===== src/hdl/frx_pkg.sv =====
// ----------------------------------------------------------------------------
// frx_pkg
// Shared codes, defaults and control/status bundles of the frame receiver.
// ----------------------------------------------------------------------------
package frx_pkg;

	localparam int FRX_BUFFER_DEPTH = 64;

	// command codes
	localparam logic [1:0] CMD_BYTE     = 2'd0;
	localparam logic [1:0] CMD_FETCH    = 2'd1;
	localparam logic [1:0] CMD_ENABLE   = 2'd2;
	localparam logic [1:0] CMD_RESERVED = 2'd3;

	// status codes
	localparam logic [1:0] ST_IDLE   = 2'd0;
	localparam logic [1:0] ST_BUSY   = 2'd1;
	localparam logic [1:0] ST_DONE   = 2'd2;
	localparam logic [1:0] ST_LENERR = 2'd3;

	// controller to datapath
	typedef struct packed {
		logic accept;     // request taken this cycle
		logic fetch_go;   // request is a fetch of a complete message
		logic stream;     // read one stored byte this cycle
		logic stream_end; // this read is the final byte
	} frx_ctrl_t;

	// datapath to controller
	typedef struct packed {
		logic msg_done;   // a complete message is held
		logic rd_last;    // read pointer sits on the final byte
	} frx_stat_t;

endpackage


===== src/hdl/length_prefixed_frame_receiver_unit.sv =====
// A single result appears in the cycle after its request is accepted; the first
// streamed byte of a fetch passes the controller state register and then the
// read data register. Byte, enable and status requests go one per cycle while
// busy is low. A fetch of a complete message of length L streams L+1 bytes on
// consecutive cycles, one read of the message store each, busy high until the last.
// Reset: asynchronous, reception enabled, status idle, store contents undefined.
// ----------------------------------------------------------------------------
// length_prefixed_frame_receiver_unit
// Assembles length-prefixed messages from received bytes and streams them out.
// ----------------------------------------------------------------------------
module length_prefixed_frame_receiver_unit import frx_pkg::*; #(
	parameter int BUFFER_DEPTH = FRX_BUFFER_DEPTH
) (
	input  logic       clk,
	input  logic       arst_n,
	input  logic       start,
	output logic       busy,
	input  logic [1:0] command,
	input  logic [7:0] rx_byte,
	output logic       result_valid,
	output logic [1:0] status,
	output logic [7:0] data_byte,
	output logic       data_valid,
	output logic       last,
	output logic       dropped
);

	frx_ctrl_t ctrl;
	frx_stat_t stat;

	frx_ctrl u_ctrl (
		.clk    (clk),
		.arst_n (arst_n),
		.start  (start),
		.command(command),
		.stat   (stat),
		.ctrl   (ctrl),
		.busy   (busy)
	);

	frx_datapath #(
		.BUFFER_DEPTH(BUFFER_DEPTH)
	) u_datapath (
		.clk         (clk),
		.arst_n      (arst_n),
		.ctrl        (ctrl),
		.command     (command),
		.rx_byte     (rx_byte),
		.stat        (stat),
		.result_valid(result_valid),
		.status      (status),
		.data_byte   (data_byte),
		.data_valid  (data_valid),
		.last        (last),
		.dropped     (dropped)
	);

endmodule


===== src/hdl/frx_ctrl.sv =====
// ----------------------------------------------------------------------------
// frx_ctrl
// Controller: accepts requests and sequences the fetch readout.
// ----------------------------------------------------------------------------
module frx_ctrl import frx_pkg::*; (
	input  logic       clk,
	input  logic       arst_n,
	input  logic       start,
	input  logic [1:0] command,
	input  frx_stat_t  stat,
	output frx_ctrl_t  ctrl,
	output logic       busy
);

	localparam logic S_IDLE   = 1'b0;
	localparam logic S_STREAM = 1'b1;

	logic state_q;
	logic state_d;

	assign busy = (state_q == S_STREAM);

	always_comb begin
		ctrl.accept     = start && !busy;
		ctrl.fetch_go   = ctrl.accept && (command == CMD_FETCH) && stat.msg_done;
		ctrl.stream     = busy;
		ctrl.stream_end = busy && stat.rd_last;
	end

	always_comb begin
		state_d = state_q;
		unique case (state_q)
			S_IDLE: begin
				if (ctrl.fetch_go)
					state_d = S_STREAM;
			end
			S_STREAM: begin
				if (stat.rd_last)
					state_d = S_IDLE;
			end
			default: state_d = S_IDLE;
		endcase
	end

	always_ff @(posedge clk or negedge arst_n) begin
		if (!arst_n)
			state_q <= S_IDLE;
		else
			state_q <= state_d;
	end

endmodule


===== src/hdl/frx_datapath.sv =====
// ----------------------------------------------------------------------------
// frx_datapath
// Message store, reception registers and result registers.
// ----------------------------------------------------------------------------
module frx_datapath import frx_pkg::*; #(
	parameter int BUFFER_DEPTH = FRX_BUFFER_DEPTH
) (
	input  logic       clk,
	input  logic       arst_n,
	input  frx_ctrl_t  ctrl,
	input  logic [1:0] command,
	input  logic [7:0] rx_byte,
	output frx_stat_t  stat,
	output logic       result_valid,
	output logic [1:0] status,
	output logic [7:0] data_byte,
	output logic       data_valid,
	output logic       last,
	output logic       dropped
);

	localparam int AW = (BUFFER_DEPTH > 1) ? $clog2(BUFFER_DEPTH) : 1;
	localparam int IW = $clog2(BUFFER_DEPTH + 1);
	localparam logic [7:0]    DEPTH_B = 8'(BUFFER_DEPTH);
	localparam logic [IW-1:0] DEPTH_I = IW'(BUFFER_DEPTH);

	logic [7:0] mem [BUFFER_DEPTH];

	logic [IW-1:0] wr_idx_q, wr_idx_d;
	logic [AW-1:0] rem_q, rem_d;
	logic [AW-1:0] len_q, len_d;
	logic [AW-1:0] rd_q;
	logic          expect_q, expect_d;
	logic          en_q, en_d;
	logic [1:0]    rx_status_q, rx_status_d;
	logic          wr_en;
	logic [AW-1:0] wr_addr;
	logic          drop;

	logic       strobe_q;
	logic [1:0] status_q;
	logic [7:0] rdata_q;
	logic       valid_q;
	logic       last_q;
	logic       dropped_q;

	always_comb begin
		stat.msg_done = (rx_status_q == ST_DONE);
		stat.rd_last  = (rd_q == len_q);
	end

	// next reception state for a single-result request or the end of a readout
	always_comb begin
		wr_idx_d    = wr_idx_q;
		rem_d       = rem_q;
		len_d       = len_q;
		expect_d    = expect_q;
		en_d        = en_q;
		rx_status_d = rx_status_q;
		wr_en       = 1'b0;
		wr_addr     = wr_idx_q[AW-1:0];
		drop        = 1'b0;
		if (ctrl.accept && !ctrl.fetch_go) begin
			unique case (command)
				CMD_BYTE: begin
					if (!en_q) begin
						drop = 1'b1;
					end else if (expect_q) begin
						wr_idx_d = '0;
						if (rx_byte >= DEPTH_B) begin
							en_d        = 1'b0;
							rx_status_d = ST_LENERR;
						end else begin
							wr_en       = 1'b1;
							wr_addr     = '0;
							wr_idx_d    = IW'(1);
							len_d       = rx_byte[AW-1:0];
							rem_d       = rx_byte[AW-1:0];
							expect_d    = 1'b0;
							rx_status_d = ST_BUSY;
							// zero length completes at once
							if (rx_byte == 8'd0) begin
								en_d        = 1'b0;
								rx_status_d = ST_DONE;
								expect_d    = 1'b1;
							end
						end
					end else begin
						wr_en    = (wr_idx_q < DEPTH_I);
						wr_idx_d = wr_idx_q + IW'(1);
						rem_d    = rem_q - AW'(1);
						if (rem_q == AW'(1)) begin
							en_d        = 1'b0;
							rx_status_d = ST_DONE;
							expect_d    = 1'b1;
						end
					end
				end
				CMD_FETCH:    ;
				CMD_ENABLE:   en_d = 1'b1;
				CMD_RESERVED: ;
			endcase
		end
		// release the message after its final byte
		if (ctrl.stream_end) begin
			rx_status_d = ST_IDLE;
			wr_idx_d    = '0;
			expect_d    = 1'b1;
			en_d        = 1'b1;
		end
	end

	always_ff @(posedge clk or negedge arst_n) begin
		if (!arst_n) begin
			wr_idx_q    <= '0;
			rem_q       <= '0;
			len_q       <= '0;
			expect_q    <= 1'b1;
			en_q        <= 1'b1;
			rx_status_q <= ST_IDLE;
		end else begin
			wr_idx_q    <= wr_idx_d;
			rem_q       <= rem_d;
			len_q       <= len_d;
			expect_q    <= expect_d;
			en_q        <= en_d;
			rx_status_q <= rx_status_d;
		end
	end

	always_ff @(posedge clk) begin
		if (wr_en)
			mem[wr_addr] <= rx_byte;
	end

	always_ff @(posedge clk) begin
		if (ctrl.stream)
			rdata_q <= mem[rd_q];
	end

	always_ff @(posedge clk or negedge arst_n) begin
		if (!arst_n)
			rd_q <= '0;
		else if (ctrl.fetch_go)
			rd_q <= '0;
		else if (ctrl.stream)
			rd_q <= rd_q + AW'(1);
	end

	// result register
	always_ff @(posedge clk or negedge arst_n) begin
		if (!arst_n) begin
			strobe_q  <= 1'b0;
			valid_q   <= 1'b0;
			status_q  <= ST_IDLE;
			last_q    <= 1'b0;
			dropped_q <= 1'b0;
		end else if (ctrl.stream) begin
			strobe_q  <= 1'b1;
			valid_q   <= 1'b1;
			status_q  <= ST_DONE;
			last_q    <= stat.rd_last;
			dropped_q <= 1'b0;
		end else if (ctrl.accept && !ctrl.fetch_go) begin
			strobe_q  <= 1'b1;
			valid_q   <= 1'b0;
			status_q  <= rx_status_d;
			last_q    <= 1'b1;
			dropped_q <= drop;
		end else begin
			strobe_q  <= 1'b0;
			valid_q   <= 1'b0;
		end
	end

	assign result_valid = strobe_q;
	assign status       = status_q;
	assign data_byte    = valid_q ? rdata_q : 8'd0;
	assign data_valid   = valid_q;
	assign last         = last_q;
	assign dropped      = dropped_q;

endmodule


===== config.mk =====
export PLATFORM = sky130hd
export DESIGN_NAME = length_prefixed_frame_receiver_unit
export DESIGN_NICKNAME = d
export VERILOG_FILES = /design/src/hdl/frx_pkg.sv /design/src/hdl/length_prefixed_frame_receiver_unit.sv /design/src/hdl/frx_ctrl.sv /design/src/hdl/frx_datapath.sv
export SDC_FILE = /design/constraint.sdc
export NUM_CORES = 1
export LEC_CHECK = 0
export ABC_CLOCK_PERIOD_IN_PS = 6450
export BUFFER_PORTS_ARGS = -buffer_cell sky130_fd_sc_hd__clkbuf_2
export CELL_PAD_IN_SITES_DETAIL_PLACEMENT = 0
export CELL_PAD_IN_SITES_GLOBAL_PLACEMENT = 1
export CORE_MARGIN = 4
export CORE_UTILIZATION = 59
export DETAILED_ROUTE_END_ITERATION = 16
export PLACE_DENSITY = 0.8
export SYNTH_ARGS = -nofsm -noshare
export SYNTH_HDL_FRONTEND = slang
export SYNTH_SLANG_ARGS = --single-unit

===== constraint.sdc =====
create_clock -name clk -period 6.45 [get_ports clk]
set_clock_uncertainty 0.1 [all_clocks]
set_input_delay 0.645 -clock clk [delete_from_list [all_inputs] [get_ports clk]]
set_output_delay 0.645 -clock clk [all_outputs]
set_load 0.05 [all_outputs]

==> results.json <==
{
  "status": "finished, final reports clean",
  "period_share_pct": 62.1,
  "crit_chain": "nor2b_1, nand3_1, nor2_1, nand4_1, nor2_1",
  "nets": 1274,
  "arrival_ns": 4.13,
  "synth_compound_area_share_pct": 6.16,
  "io_buffers": 27,
  "die_height_um": 202,
  "yosys_warnings": 0,
  "die-area_um2": 41000,
  "grt_pass1_vias": 11600,
  "synth-edff-count": 520,
  "timing.critical_path.mode_cell": "nor2_1",
  "synth.cell_area_um2": 22300,
  "crit_buf_inv": 0,
  "cpPeakStageDelay_ns": 0.83,
  "ctsRootBufferMaster": "clkbuf_16",
  "drc": 0,
  "synth_seq_area_share_pct": 74.1,
  "ys_types": 55,
  "hold_buffers": 0,
  "fin_setup_tns_ns": 0,
  "use_met3_pct": 5.60,
  "core_um2": 37000,
  "synth_ff_type": "edfxtp_1",
  "worstSetupEndpointType": "register",
  "rsz0062_at_grt": "no",
  "cts_buffer_depth": 3,
  "fin_crit_ns": 4.00,
  "die-width_um": 202,
  "synthCells": 1230,
  "ios": 28,
  "cts_tree": "built",
  "cts_resized": 0,
  "cp_max_fo": 19,
  "critPathTopFamily": "simple AND/OR/NAND/NOR gates",
  "cts_sinks": 556,
  "finalHoldViolCount": 0,
  "gp_congestion": 0.842,
  "cp_slowest_cell": "nor2_1",
  "critPathKind": "register to register",
  "clock_latency_ns": 0.60,
  "grt_max_degree": 77,
  "diodes": 0,
  "grt-busiest-layer": "met2",
  "globalRouteMet1Util_pct": 37.7,
  "area_delta_synth_final_pct": 9.86,
  "wirelength_um": 51600,
  "drv_cap": 0,
  "total_power_mw": 9.88,
  "fillers": 2543,
  "worst_pin_slew_ns": 1.18,
  "worstSetupStartpointType": "register",
  "final_antenna_net_count": 0,
  "finalSetupViolations": 0,
  "hpwlAfterDp_um": 30800,
  "p_per_area_nw_per_um2": 403,
  "h-tree-depth": 2,
  "power.leakage_nw": 8.07,
  "drt_first_pass_iters": 7,
  "vdd_ir_drop_max_uv": 314,
  "num_vias": 11700,
  "slew_viol_final": 0,
  "viasPerCell": 6.50,
  "first_iter_violations": 1500,
  "std_cell_rows": 70,
  "synth.area.mux_share_pct": 12.7,
  "drive_above_1_share_pct": 16.5,
  "cts_setup_buffers": 0,
  "post_drt_wl_per_cell_um": 28.6,
  "track_usage_pct": 25.3,
  "relSlewSlack_pct": 20.9,
  "grt_pass1_wl_um": 76300,
  "async_reset_ff_share_pct": 6.47,
  "synthAdderAreaFrac_pct": 0.224,
  "clkTransAtPathRegs_ns": 0.06,
  "start_util_pct": 60.3,
  "synth.avg_cell_area_um2": 18.1,
  "cts_inserted_buffers": 52,
  "syn_nets": 1247,
  "antenna_found_initial": 0,
  "clock.fmax_mhz": 250,
  "use_met2_pct": 39.3,
  "synth-seq-cells": 556,
  "synth-simple-area-share_pct": 4.01,
  "worstPathRequired_ns": 6.58,
  "synth_xor_area_share_pct": 0.432,
  "synth_top_family_by_area": "multiplexers",
  "grt_overflow_total": 0,
  "hp-class": "input pin to asynchronous set/reset pin"
}
==> final timing paths <==
path / cells past startpoint / startpoint / slack (ns) / to
hold / removal: 1 / arst_n / 0.10 / u_datapath.rem_q[1]
setup / recovery: 5 / u_ctrl.busy / 2.45 / u_datapath.mem[27][2]
setup reg to reg: 5 / u_ctrl.busy / 2.45 / u_datapath.mem[27][2]
min in group clk: 2 / command[1] / 0.26 / u_datapath.en_q
max in group asynchronous: 1 / arst_n / 5.44 / u_datapath.rd_q[0]
hold reg to reg: 2 / u_datapath.status[1] / 0.40 / u_datapath.status[1]
==> worst reg2reg max path: stages (launching register included) <==
cell,delay (ns)
dfrtp_1,0.71
nor2b_1,0.46
nand3_1,0.48
nor2_1,0.32
nand4_1,0.73
nor2_1,0.83
==> routing by layer <==
layer  vias up  routed length, um  share of wire [%]
met5         -                  0                  0
met4         0               1090                2.1
met3        77               4860                9.4
met2       626              24200                 47
met1      6016              21500                 42
li1       5010                  -                  -
==> power by group <==
part           internal (mW)  switching (mW)
logic                  0.984            1.36
registers               4.07           0.287
clock network           1.88            1.30
==> area by class of cell <==
| type | count | area (um2) | share of cell area, % |
|---|---|---|---|
| clock inverter | 26 | 313 | 1.28 |
| tap | 504 | 631 | 2.57 |
| clock buffer | 72 | 1480 | 6.03 |
| sequential | 556 | 16500 | 67.4 |
| multi-input combinational | 595 | 5250 | 21.4 |
| timing repair buffer | 46 | 290 | 1.18 |
| inverter | 6 | 22.5 | 0.0919 |
==> flip-flops by register name, summed over array words and instances, names as in the netlist <==
| name | cells |
|---|---|
| u_ctrl.busy | 1 |
| u_datapath.wr_idx_q | 7 |
| u_datapath.result_valid | 1 |
| u_datapath.expect_q | 1 |
| u_datapath.rem_q | 6 |
| u_datapath.status | 2 |
| u_datapath.len_q | 6 |
| u_datapath.rdata_q | 8 |
| u_datapath.last | 1 |
| u_datapath.rx_status_q | 2 |
| u_datapath.mem | 512 |
| u_datapath.data_valid | 1 |
| u_datapath.en_q | 1 |
| u_datapath.rd_q | 6 |
| u_datapath.dropped | 1 |
==> stage by stage <==
| step | utilization [%] | hold WS (ns) | worst slack (ns) | instances | area (um2) |
|---|---|---|---|---|---|
| after floorplan | - | 0.249 | 3.68 | 1230 | 22300 |
| after global placement | 61.5 | 0.394 | 2.55 | 1707 | 22700 |
| after detailed placement | 61.5 | 0.387 | 2.46 | 1707 | 22700 |
| after CTS | 66.3 | 0.105 | 2.51 | 1805 | 24500 |
| after global routing | 66.3 | 0.153 | 2.16 | 1805 | 24500 |
| final | 66.3 | 0.102 | 2.45 | 1805 | 24500 |
==> kinds of logic (layout without fill, tap and decap cells) <==
kind of cell	after synthesis	after routing
AOI/OAI and AO/OA	193	193
xor gates and xnor gates	11	11
adders and majority gates	4	4
buffers and inverters	79	150
DFF	556	556
muxes	198	198
and+or+nand+nor	189	189
==> Yosys cell counts, types with 20 or more instances <==
cell,number,area share (%)
clkbuf_1,30,0.50
mux2i_1,125,5.6
edfxtp_1,520,70
mux4_2,67,6.8
a21oi_1,27,0.61
a221oi_1,29,1.1
o21ai_1,26,0.58
dfrtp_1,34,3.8
buf_2,20,0.45
nor2_1,93,1.6
o21ai_0,23,0.52
nand2_1,29,0.49
==> placed cells by master, fill, tap and decap left out, types with 13 or more instances in the layout <==
master and instances:
clkbuf_16 53, edfxtp_1 520, nand3_1 13, a21oi_1 27
a211oi_1 16, o21ai_0 23, o221ai_1 16, nor2_1 93
buf_4 18, o22ai_1 15, mux4_2 67, o21ai_1 25
nand2_1 29, mux2i_1 125, a221oi_1 29, dfrtp_1 31
clkbuf_2 27
Power figures use the tool's default switching activity.
